--- config.mk ---
export PLATFORM = sky130hd
export DESIGN_NAME = fgn_cfg
export DESIGN_NICKNAME = d
export VERILOG_FILES = /design/src/sv/fgn_pkg.sv /design/src/sv/fgn_cfg.sv
export SDC_FILE = /design/constraint.sdc
export NUM_CORES = 2
export LEC_CHECK = 0
export BUFFER_PORTS_ARGS = -buffer_cell sky130_fd_sc_hd__buf_2
export CAP_MARGIN = 30
export CORE_MARGIN = 4
export CORE_UTILIZATION = 30
export DETAILED_ROUTE_END_ITERATION = 16
export GPL_ROUTABILITY_DRIVEN = 0
export SYNTH_ARGS = -nofsm -noshare
export SYNTH_HDL_FRONTEND = slang
export SYNTH_SLANG_ARGS = --single-unit
--- constraint.sdc ---
create_clock -name clk -period 15.4 [get_ports clk]
set_input_delay 0 -clock clk [delete_from_list [all_inputs] [get_ports clk]]
set_output_delay 0 -clock clk [all_outputs]
set_load 0.05 [all_outputs]
--- src/sv/fgn_pkg.sv ---
// ----------------------------------------------------------------------------
// fgn_pkg: shared types and constants for the fractal gradient noise block
// Field widths, register map, hash constants and sequencer states.
// ----------------------------------------------------------------------------
package fgn_pkg;

  localparam int COORD_W  = 32;
  localparam int NOISE_W  = 16;
  localparam int SEED_W   = 64;
  localparam int FREQ_W   = 32;
  localparam int AMP_W    = 17;
  localparam int NORM_W   = 32;
  localparam int CNT_W    = 4;
  localparam int PERS_W   = 16;
  localparam int LAC_W    = 16;
  localparam int LAC_SHIFT = 12;

  localparam int APB_ADDR_W = 5;
  localparam int APB_DATA_W = 64;

  // Reciprocal numerator is 2^46 plus half the total: 47 bits, one quotient bit a step
  localparam int DIV_NUM_W = 47;
  localparam int DIV_CNT_W = 6;

  localparam int NOISE_MAX = 16384;

  localparam logic [SEED_W-1:0] SEED_RST = '0;
  localparam logic [CNT_W-1:0]  OCT_RST  = 4'd4;
  localparam logic [PERS_W-1:0] PERS_RST = 16'h8000;
  localparam logic [LAC_W-1:0]  LAC_RST  = 16'h2000;
  localparam logic [AMP_W-1:0]  AMP_ONE  = 17'h10000;

  localparam logic signed [31:0] HASH_MUL_X = 32'sd123456789;
  localparam logic signed [31:0] HASH_MUL_Y = 32'sd987654321;
  localparam logic [31:0]        HASH_MIX   = 32'h045d9f3b;
  localparam logic signed [31:0] DIAG_Q30   = 32'sd759250125;

  typedef enum logic [1:0] {
    REG_SEED     = 2'd0,
    REG_OCTAVES  = 2'd1,
    REG_PERSIST  = 2'd2,
    REG_LACUN    = 2'd3
  } cfg_reg_t;

  typedef enum logic [1:0] {
    CFG_IDLE,
    CFG_SCAN,
    CFG_DIV
  } cfg_state_t;

  typedef enum logic [2:0] {
    GRAD_PX,
    GRAD_NX,
    GRAD_PY,
    GRAD_NY,
    GRAD_PXPY,
    GRAD_NXPY,
    GRAD_PXNY,
    GRAD_NXNY
  } grad_t;

endpackage

--- src/sv/fgn_cfg.sv ---
// ----------------------------------------------------------------------------
// fgn_cfg: register file and per-octave table sequencer
// Holds the APB registers, builds frequency, seed and amplitude tables and
// the reciprocal of the amplitude total after reset and every write.
// ----------------------------------------------------------------------------
module fgn_cfg #(
  parameter int MAX_OCTAVES = 8,
  parameter int FRAC_BITS   = 16
) (
  input  logic                              clk,
  input  logic                              rst,
  input  logic                              psel,
  input  logic                              penable,
  input  logic                              pwrite,
  input  logic [fgn_pkg::APB_ADDR_W-1:0]    paddr,
  input  logic [fgn_pkg::APB_DATA_W-1:0]    pwdata,
  output logic [fgn_pkg::APB_DATA_W-1:0]    prdata,
  output logic                              pready,
  output logic                              busy,
  output logic [fgn_pkg::FREQ_W-1:0]        freq_tab [MAX_OCTAVES],
  output logic [fgn_pkg::SEED_W-1:0]        seed_tab [MAX_OCTAVES],
  output logic [fgn_pkg::AMP_W-1:0]         amp_tab  [MAX_OCTAVES],
  output logic [fgn_pkg::NORM_W-1:0]        norm
);
  import fgn_pkg::*;

  localparam int CW = $clog2(MAX_OCTAVES + 1);
  localparam int IW = (MAX_OCTAVES > 1) ? $clog2(MAX_OCTAVES) : 1;
  localparam int TW = AMP_W + $clog2(MAX_OCTAVES);
  localparam logic [4:0] MAX5 = 5'(MAX_OCTAVES);
  localparam logic [FREQ_W-1:0] FREQ_ONE = FREQ_W'(1) << FRAC_BITS;

  logic [SEED_W-1:0] seed_reg;
  logic [CNT_W-1:0]  oct_reg;
  logic [PERS_W-1:0] pers_reg;
  logic [LAC_W-1:0]  lac_reg;

  cfg_state_t           state, state_next;
  logic [CW-1:0]        scan_idx, scan_idx_next;
  logic [FREQ_W-1:0]    freq, freq_next;
  logic [AMP_W-1:0]     amp, amp_next;
  logic [TW-1:0]        total, total_next;
  logic [TW-1:0]        rem, rem_next;
  logic [DIV_NUM_W-1:0] quo, quo_next;
  logic [DIV_CNT_W-1:0] div_cnt, div_cnt_next;
  logic [NORM_W-1:0]    norm_next;

  logic        wr;
  cfg_reg_t    reg_sel;
  logic [4:0]  n_eff;
  logic        active;
  logic        tab_we;
  logic [47:0] freq_prod;
  logic [35:0] freq_sh;
  logic [32:0] amp_prod;
  logic [TW:0] rem_sh;
  logic        qbit;

  assign wr      = psel && penable && pwrite;
  assign reg_sel = cfg_reg_t'(paddr[4:3]);
  assign pready  = 1'b1;
  assign busy    = (state != CFG_IDLE);

  always_comb begin
    case (reg_sel)
      REG_SEED:    prdata = seed_reg;
      REG_OCTAVES: prdata = APB_DATA_W'(oct_reg);
      REG_PERSIST: prdata = APB_DATA_W'(pers_reg);
      REG_LACUN:   prdata = APB_DATA_W'(lac_reg);
      default:     prdata = '0;
    endcase
  end

  always_ff @(posedge clk) begin
    if (rst) begin
      seed_reg <= SEED_RST;
      oct_reg  <= OCT_RST;
      pers_reg <= PERS_RST;
      lac_reg  <= LAC_RST;
    end else if (wr) begin
      case (reg_sel)
        REG_SEED:    seed_reg <= pwdata;
        REG_OCTAVES: oct_reg  <= pwdata[CNT_W-1:0];
        REG_PERSIST: pers_reg <= pwdata[PERS_W-1:0];
        REG_LACUN:   lac_reg  <= pwdata[LAC_W-1:0];
        default:     ;
      endcase
    end
  end

  // Count of zero acts as one; clamp above the lane count
  always_comb begin
    if (oct_reg == '0) begin
      n_eff = 5'd1;
    end else if (5'(oct_reg) > MAX5) begin
      n_eff = MAX5;
    end else begin
      n_eff = 5'(oct_reg);
    end
  end

  assign active    = 5'(scan_idx) < n_eff;
  assign freq_prod = freq * lac_reg;
  assign freq_sh   = freq_prod[47:LAC_SHIFT];
  assign amp_prod  = amp * pers_reg;
  assign rem_sh    = {rem, quo[DIV_NUM_W-1]};
  assign qbit      = rem_sh >= {1'b0, total};

  always_comb begin
    state_next    = state;
    scan_idx_next = scan_idx;
    freq_next     = freq;
    amp_next      = amp;
    total_next    = total;
    rem_next      = rem;
    quo_next      = quo;
    div_cnt_next  = div_cnt;
    norm_next     = norm;
    tab_we        = 1'b0;
    case (state)
      CFG_IDLE: ;
      CFG_SCAN: begin
        tab_we        = 1'b1;
        total_next    = total + (active ? TW'(amp) : '0);
        freq_next     = (|freq_sh[35:32]) ? '1 : freq_sh[31:0];
        amp_next      = amp_prod[32:16];
        scan_idx_next = scan_idx + 1'b1;
        if (scan_idx == CW'(MAX_OCTAVES - 1)) begin
          state_next   = CFG_DIV;
          rem_next     = '0;
          quo_next     = (DIV_NUM_W'(1) << (DIV_NUM_W - 1)) + DIV_NUM_W'(total_next >> 1);
          div_cnt_next = '0;
        end
      end
      CFG_DIV: begin
        rem_next     = qbit ? TW'(rem_sh - {1'b0, total}) : rem_sh[TW-1:0];
        quo_next     = {quo[DIV_NUM_W-2:0], qbit};
        div_cnt_next = div_cnt + 1'b1;
        if (div_cnt == DIV_CNT_W'(DIV_NUM_W - 1)) begin
          state_next = CFG_IDLE;
          norm_next  = quo_next[NORM_W-1:0];
        end
      end
      default: state_next = CFG_IDLE;
    endcase
    // A write restarts the table build with the new values
    if (wr) begin
      state_next    = CFG_SCAN;
      scan_idx_next = '0;
      freq_next     = FREQ_ONE;
      amp_next      = AMP_ONE;
      total_next    = '0;
    end
  end

  always_ff @(posedge clk) begin
    if (rst) begin
      state    <= CFG_SCAN;
      scan_idx <= '0;
      freq     <= FREQ_ONE;
      amp      <= AMP_ONE;
      total    <= '0;
    end else begin
      state    <= state_next;
      scan_idx <= scan_idx_next;
      freq     <= freq_next;
      amp      <= amp_next;
      total    <= total_next;
    end
  end

  always_ff @(posedge clk) begin
    rem     <= rem_next;
    quo     <= quo_next;
    div_cnt <= div_cnt_next;
    norm    <= norm_next;
    if (tab_we) begin
      freq_tab[scan_idx[IW-1:0]] <= freq;
      seed_tab[scan_idx[IW-1:0]] <= seed_reg + SEED_W'(scan_idx);
      amp_tab[scan_idx[IW-1:0]]  <= active ? amp : '0;
    end
  end

  a_write_starts_build: assert property (@(posedge clk) disable iff (rst)
    wr |=> busy)
    else $error("register write did not start a table build");

  a_norm_range: assert property (@(posedge clk) disable iff (rst)
    !busy |-> (norm <= 32'h4000_0000 && norm >= 32'h0400_0000))
    else $error("amplitude reciprocal out of range");

  a_scan_before_div: assert property (@(posedge clk) disable iff (rst)
    (state == CFG_DIV && !$past(wr)) |-> ($past(state) == CFG_SCAN || $past(state) == CFG_DIV))
    else $error("reciprocal started without a table scan");

endmodule

==> metrics.md <==
| Metric | Value |
|---|---|
| Synthesized area per cell | 12.4 µm² |
| Worst-case reg-to-reg path depth | 25 |
| Sequential share of the synthesized area | 51.8% |
| TritonRoute pass-1 iters | 7 |
| Met1 track utilization from global routing | 23.8% |
| P_leak | 33.4 nW |
| Area grow syn2layout | 23.4% |
| Met3 track utilization from global routing | 4.02% |
| Synth Net Count | 6222 |
| Setup violators final | 0 |
| Capturing element type of the critical path | flip-flop |
| Non-filler cells, final | 9462 |
| Slew at the pin closest to its max-slew limit | 1060 ps |
| Hold WS | 31.3 ps |
| Area share of xor/xnor cells in the synthesized design | 2.07% |
| Synthesized netlist cell count | 5255 |
| Antenna violations before repair | 38 |
| Max FO, Critical Path | 22 |
| Number of remaining DRC errors | 0 |
| Final core utilization | 37.4% |
| Count of buffers from port buffering | 1071 |
| Most used cell along the critical path | sky130_fd_sc_hd__fa_1 |
| R2r endpoint | freq[19]$_SDFFE_PP0P_ |
| Share of the synthesized area in compound gates (AO/OA/AOI/OAI) | 4.38% |
| Worst path arrival time | 9260 ps |
| First DRT Iteration DRCs | 3365 |
| H-tree levels | 4 |
| Share of synthesized area spent on multiplexers | 0.430% |
| Met2 track utilization from global routing | 34.3% |
| Worst-Skew Late Latency | 780 ps |
| Number of placement rows | 170 |
| Simple-Gate Fraction of Synth Area | 11.4% |
| Die area | 0.225 mm² |
| Detailed-route wire length per cell | 24.6 µm |
| Minimum clock period after layout | 8620 ps |
| Critical hold path startpoint | pwrite |
| GRT overflow | 0 |
| Combinational family with the most area after synthesis | adder cells |
| Final Hold Viols | 0 |
| Worst path setup slack after routing | 6780 ps |
| Mapped Area | 0.0652 mm² |
| Crit path largest cell delay | 840 ps |
| Top cell type's share of synthesized area | 46.4% |
| Post-Place Cells | 9094 |
| Final clock period utilization by the worst path | 56.0% |
| Commonest non-fill, non-tap cell in the layout | sky130_fd_sc_hd__buf_2 |
| Detailed-route via count | 45184 |
| Worst-case clock buffer depth | 3 |
| Critical path launch point type | flip-flop |
| Setup slack on the worst flop-to-flop path | 6780 ps |
| Max Fclk | 0.116 GHz |
| # clock sinks | 1184 |
| Top post-synthesis cells by area | sky130_fd_sc_hd__edfxtp_1 (46%), sky130_fd_sc_hd__fa_1 (19%), sky130_fd_sc_hd__dfxtp_1 (5.4%) |
| Net total in the final layout | 7467 |
| Synth Area in Adders | 24.3% |
| Launch point of the worst path | lac_reg[3]$_SDFFE_PP0P_ |
| Leading area contributor after synthesis | sky130_fd_sc_hd__edfxtp_1 |
| End point of the worst hold path | amp[16]$_SDFFE_PP1P_ |
| Overall track demand over capacity in global routing | 20.2% |
| Fraction of registers with async set or reset after synthesis | 0% |
| Residual antenna-violating net count after detailed routing | 0 |
| Initial cell density of the core | 30.3% |
| Wire length of the first global-routing pass | 328000 µm |
| Maximum number of pins on one net before global-route repair | 114 |
| Number of resized instances in the post-cts repair step | 0 |
| Fraction of layout instances using a drive strength above 1 | 23.3% |
| Sum of negative setup slack | 0 ps |
| CTS Buf Count | 132 |
| Placeable core area | 0.215 mm² |
| Unrepaired setup endpoints after global routing | false |
| Leading register cell type out of synthesis | sky130_fd_sc_hd__edfxtp_1 |
| Run status | completed |
| Worst clock skew | 39.4 ps |
| Min-Delay Path Class | in2reg |
| Library cells used by synthesis | 72 |
| Power Dens Cells | 94.8 mW/mm² |
| Count of boundary I/O pins | 1076 |
| Number of maximum-capacitance constraint violations | 0 |
| Hold path cells | 4 |
| Commonest cells after routing, fill and taps aside | sky130_fd_sc_hd__buf_2 (1072), sky130_fd_sc_hd__edfxtp_1 (1009), sky130_fd_sc_hd__nand2_1 (866) |
| Clock transition at the registers of the reported paths | 60 ps |
| Final-report max-slew violation count | 0 |
| Data required time of the critical path | 16040 ps |
| Die height | 474 µm |
| Cell with the largest stage delay on the worst path | sky130_fd_sc_hd__dfxtp_1 |
| Detail Placement HPWL | 170000 µm |
| Relative slew slack | 29.3% |
| Number of flip-flops in the largest register | 512 |
| Width of the die | 474 µm |
| Library cell used as clock root buffer | sky130_fd_sc_hd__clkbuf_16 |
| Vias in the first global route | 46414 |
| Total number of yosys warnings | 0 |
| TritonCTS clock tree | built |
| Number of enable-type register cells in the synthesized netlist | 1009 |
| Register bit total from synthesis | 1184 |
| Most used routing layer in global routing | met2 |
| WS Path Type | reg2reg |
| Startpoint of the most critical register-to-register path | lac_reg[3]$_SDFFE_PP0P_ |
| Routed vias/inst | 4.78 |
| Worst slack at placement | 6990 ps |
| IR drop worst, VDD | 114 µV |
| Routed wire length | 232000 µm |
## cells in the mapped netlist, types with 5 or more instances
master and count:
sky130_fd_sc_hd__a21oi_1 210, sky130_fd_sc_hd__a211oi_1 14, sky130_fd_sc_hd__xor2_1 44, sky130_fd_sc_hd__o31ai_1 5
sky130_fd_sc_hd__a21boi_0 6, sky130_fd_sc_hd__o211ai_1 8, sky130_fd_sc_hd__nor2b_1 16, sky130_fd_sc_hd__o21bai_1 12
sky130_fd_sc_hd__inv_1 733, sky130_fd_sc_hd__nand2_1 868, sky130_fd_sc_hd__and3_1 20, sky130_fd_sc_hd__mux2i_1 19
sky130_fd_sc_hd__dfxtp_1 175, sky130_fd_sc_hd__nand2b_1 15, sky130_fd_sc_hd__nor3b_1 6, sky130_fd_sc_hd__nor2_1 105
sky130_fd_sc_hd__xnor2_1 110, sky130_fd_sc_hd__o21ai_0 77, sky130_fd_sc_hd__buf_1 17, sky130_fd_sc_hd__a31oi_1 8
sky130_fd_sc_hd__nor4_1 7, sky130_fd_sc_hd__nor3_1 30, sky130_fd_sc_hd__nand4_1 23, sky130_fd_sc_hd__nand3_1 65
sky130_fd_sc_hd__edfxtp_1 1009, sky130_fd_sc_hd__o221a_2 32, sky130_fd_sc_hd__or3_1 6, sky130_fd_sc_hd__clkbuf_1 203
sky130_fd_sc_hd__o21a_1 11, sky130_fd_sc_hd__and2_1 397, sky130_fd_sc_hd__a21o_1 38, sky130_fd_sc_hd__fa_1 627
sky130_fd_sc_hd__and4_1 6, sky130_fd_sc_hd__buf_2 5, sky130_fd_sc_hd__ha_1 266
## per-stage QoR
step                      area (µm²)  power, mW
after floorplan                65200       4.26
after global placement         74800       4.50
after detailed placement       74900       4.51
after CTS                      80400       7.71
after global routing           80500       7.88
final                          80500       7.63
## cell families (layout without fill, tap and decap cells)
| family | after synthesis | in the layout |
|---|---|---|
| adders and majority gates | 893 | 893 |
| muxes | 23 | 23 |
| DFF | 1184 | 1184 |
| xor gates and xnor gates | 154 | 154 |
| and+or+nand+nor | 1584 | 1584 |
| AOI/OAI and AO/OA | 455 | 455 |
| buffers and inverters | 961 | 2308 |
| other | 1 | 23 |
## area by class of cell
cell class	instances	area, µm²
Fill cell	20738	135000
Timing Repair Buffer	1339	7780
Sequential cell	1184	33800
Multi-Input combinational cell	3110	28200
Inverter	733	2750
Antenna cell	22	55.1
Tap cell	2838	3550
Clock inverter	71	856
Clock buffer	165	3510
## worst max-delay path, delay by kind of cell (launching register included)
family,cells,cell delay [ps]
AOI/OAI and AO/OA,8,2100
adders and majority gates,7,3450
buffers and inverters,7,1110
DFF,1,840
and+or+nand+nor,3,950
## worst max path at each step
stage | end | cells after the start
6_report | freq[19]$_SDFFE_PP0P_ | 25
5_1_grt | freq[19]$_SDFFE_PP0P_ | 25
4_1_cts | freq[25]$_SDFFE_PP0P_ | 25
3_5_place_dp | freq[0]$_SDFFE_PP0P_ | 25
3_3_place_gp | freq[0]$_SDFFE_PP0P_ | 24
2_1_floorplan | amp_tab[119]$_DFFE_PP_ | 4
## where the power goes
part           switching, mW  internal, mW  total, mW
registers             0.0498          3.59       3.64
logic                  0.656         0.157      0.813
clock network           1.37          1.80       3.17
total                   2.08          5.55       7.63
## metal layers
metal	part of all wire (%)	wire length [µm]
met5	0.0052	12
met4	6.4	14900
met3	7.5	17400
met2	49	114000
met1	37	85800
## repair_timing
item                      CTS  global route
hold buffers              105             0
buffers inserted            0             0
hold endpoints to repair  109             0
No activity file was read; power rests on OpenSTA's default activity.
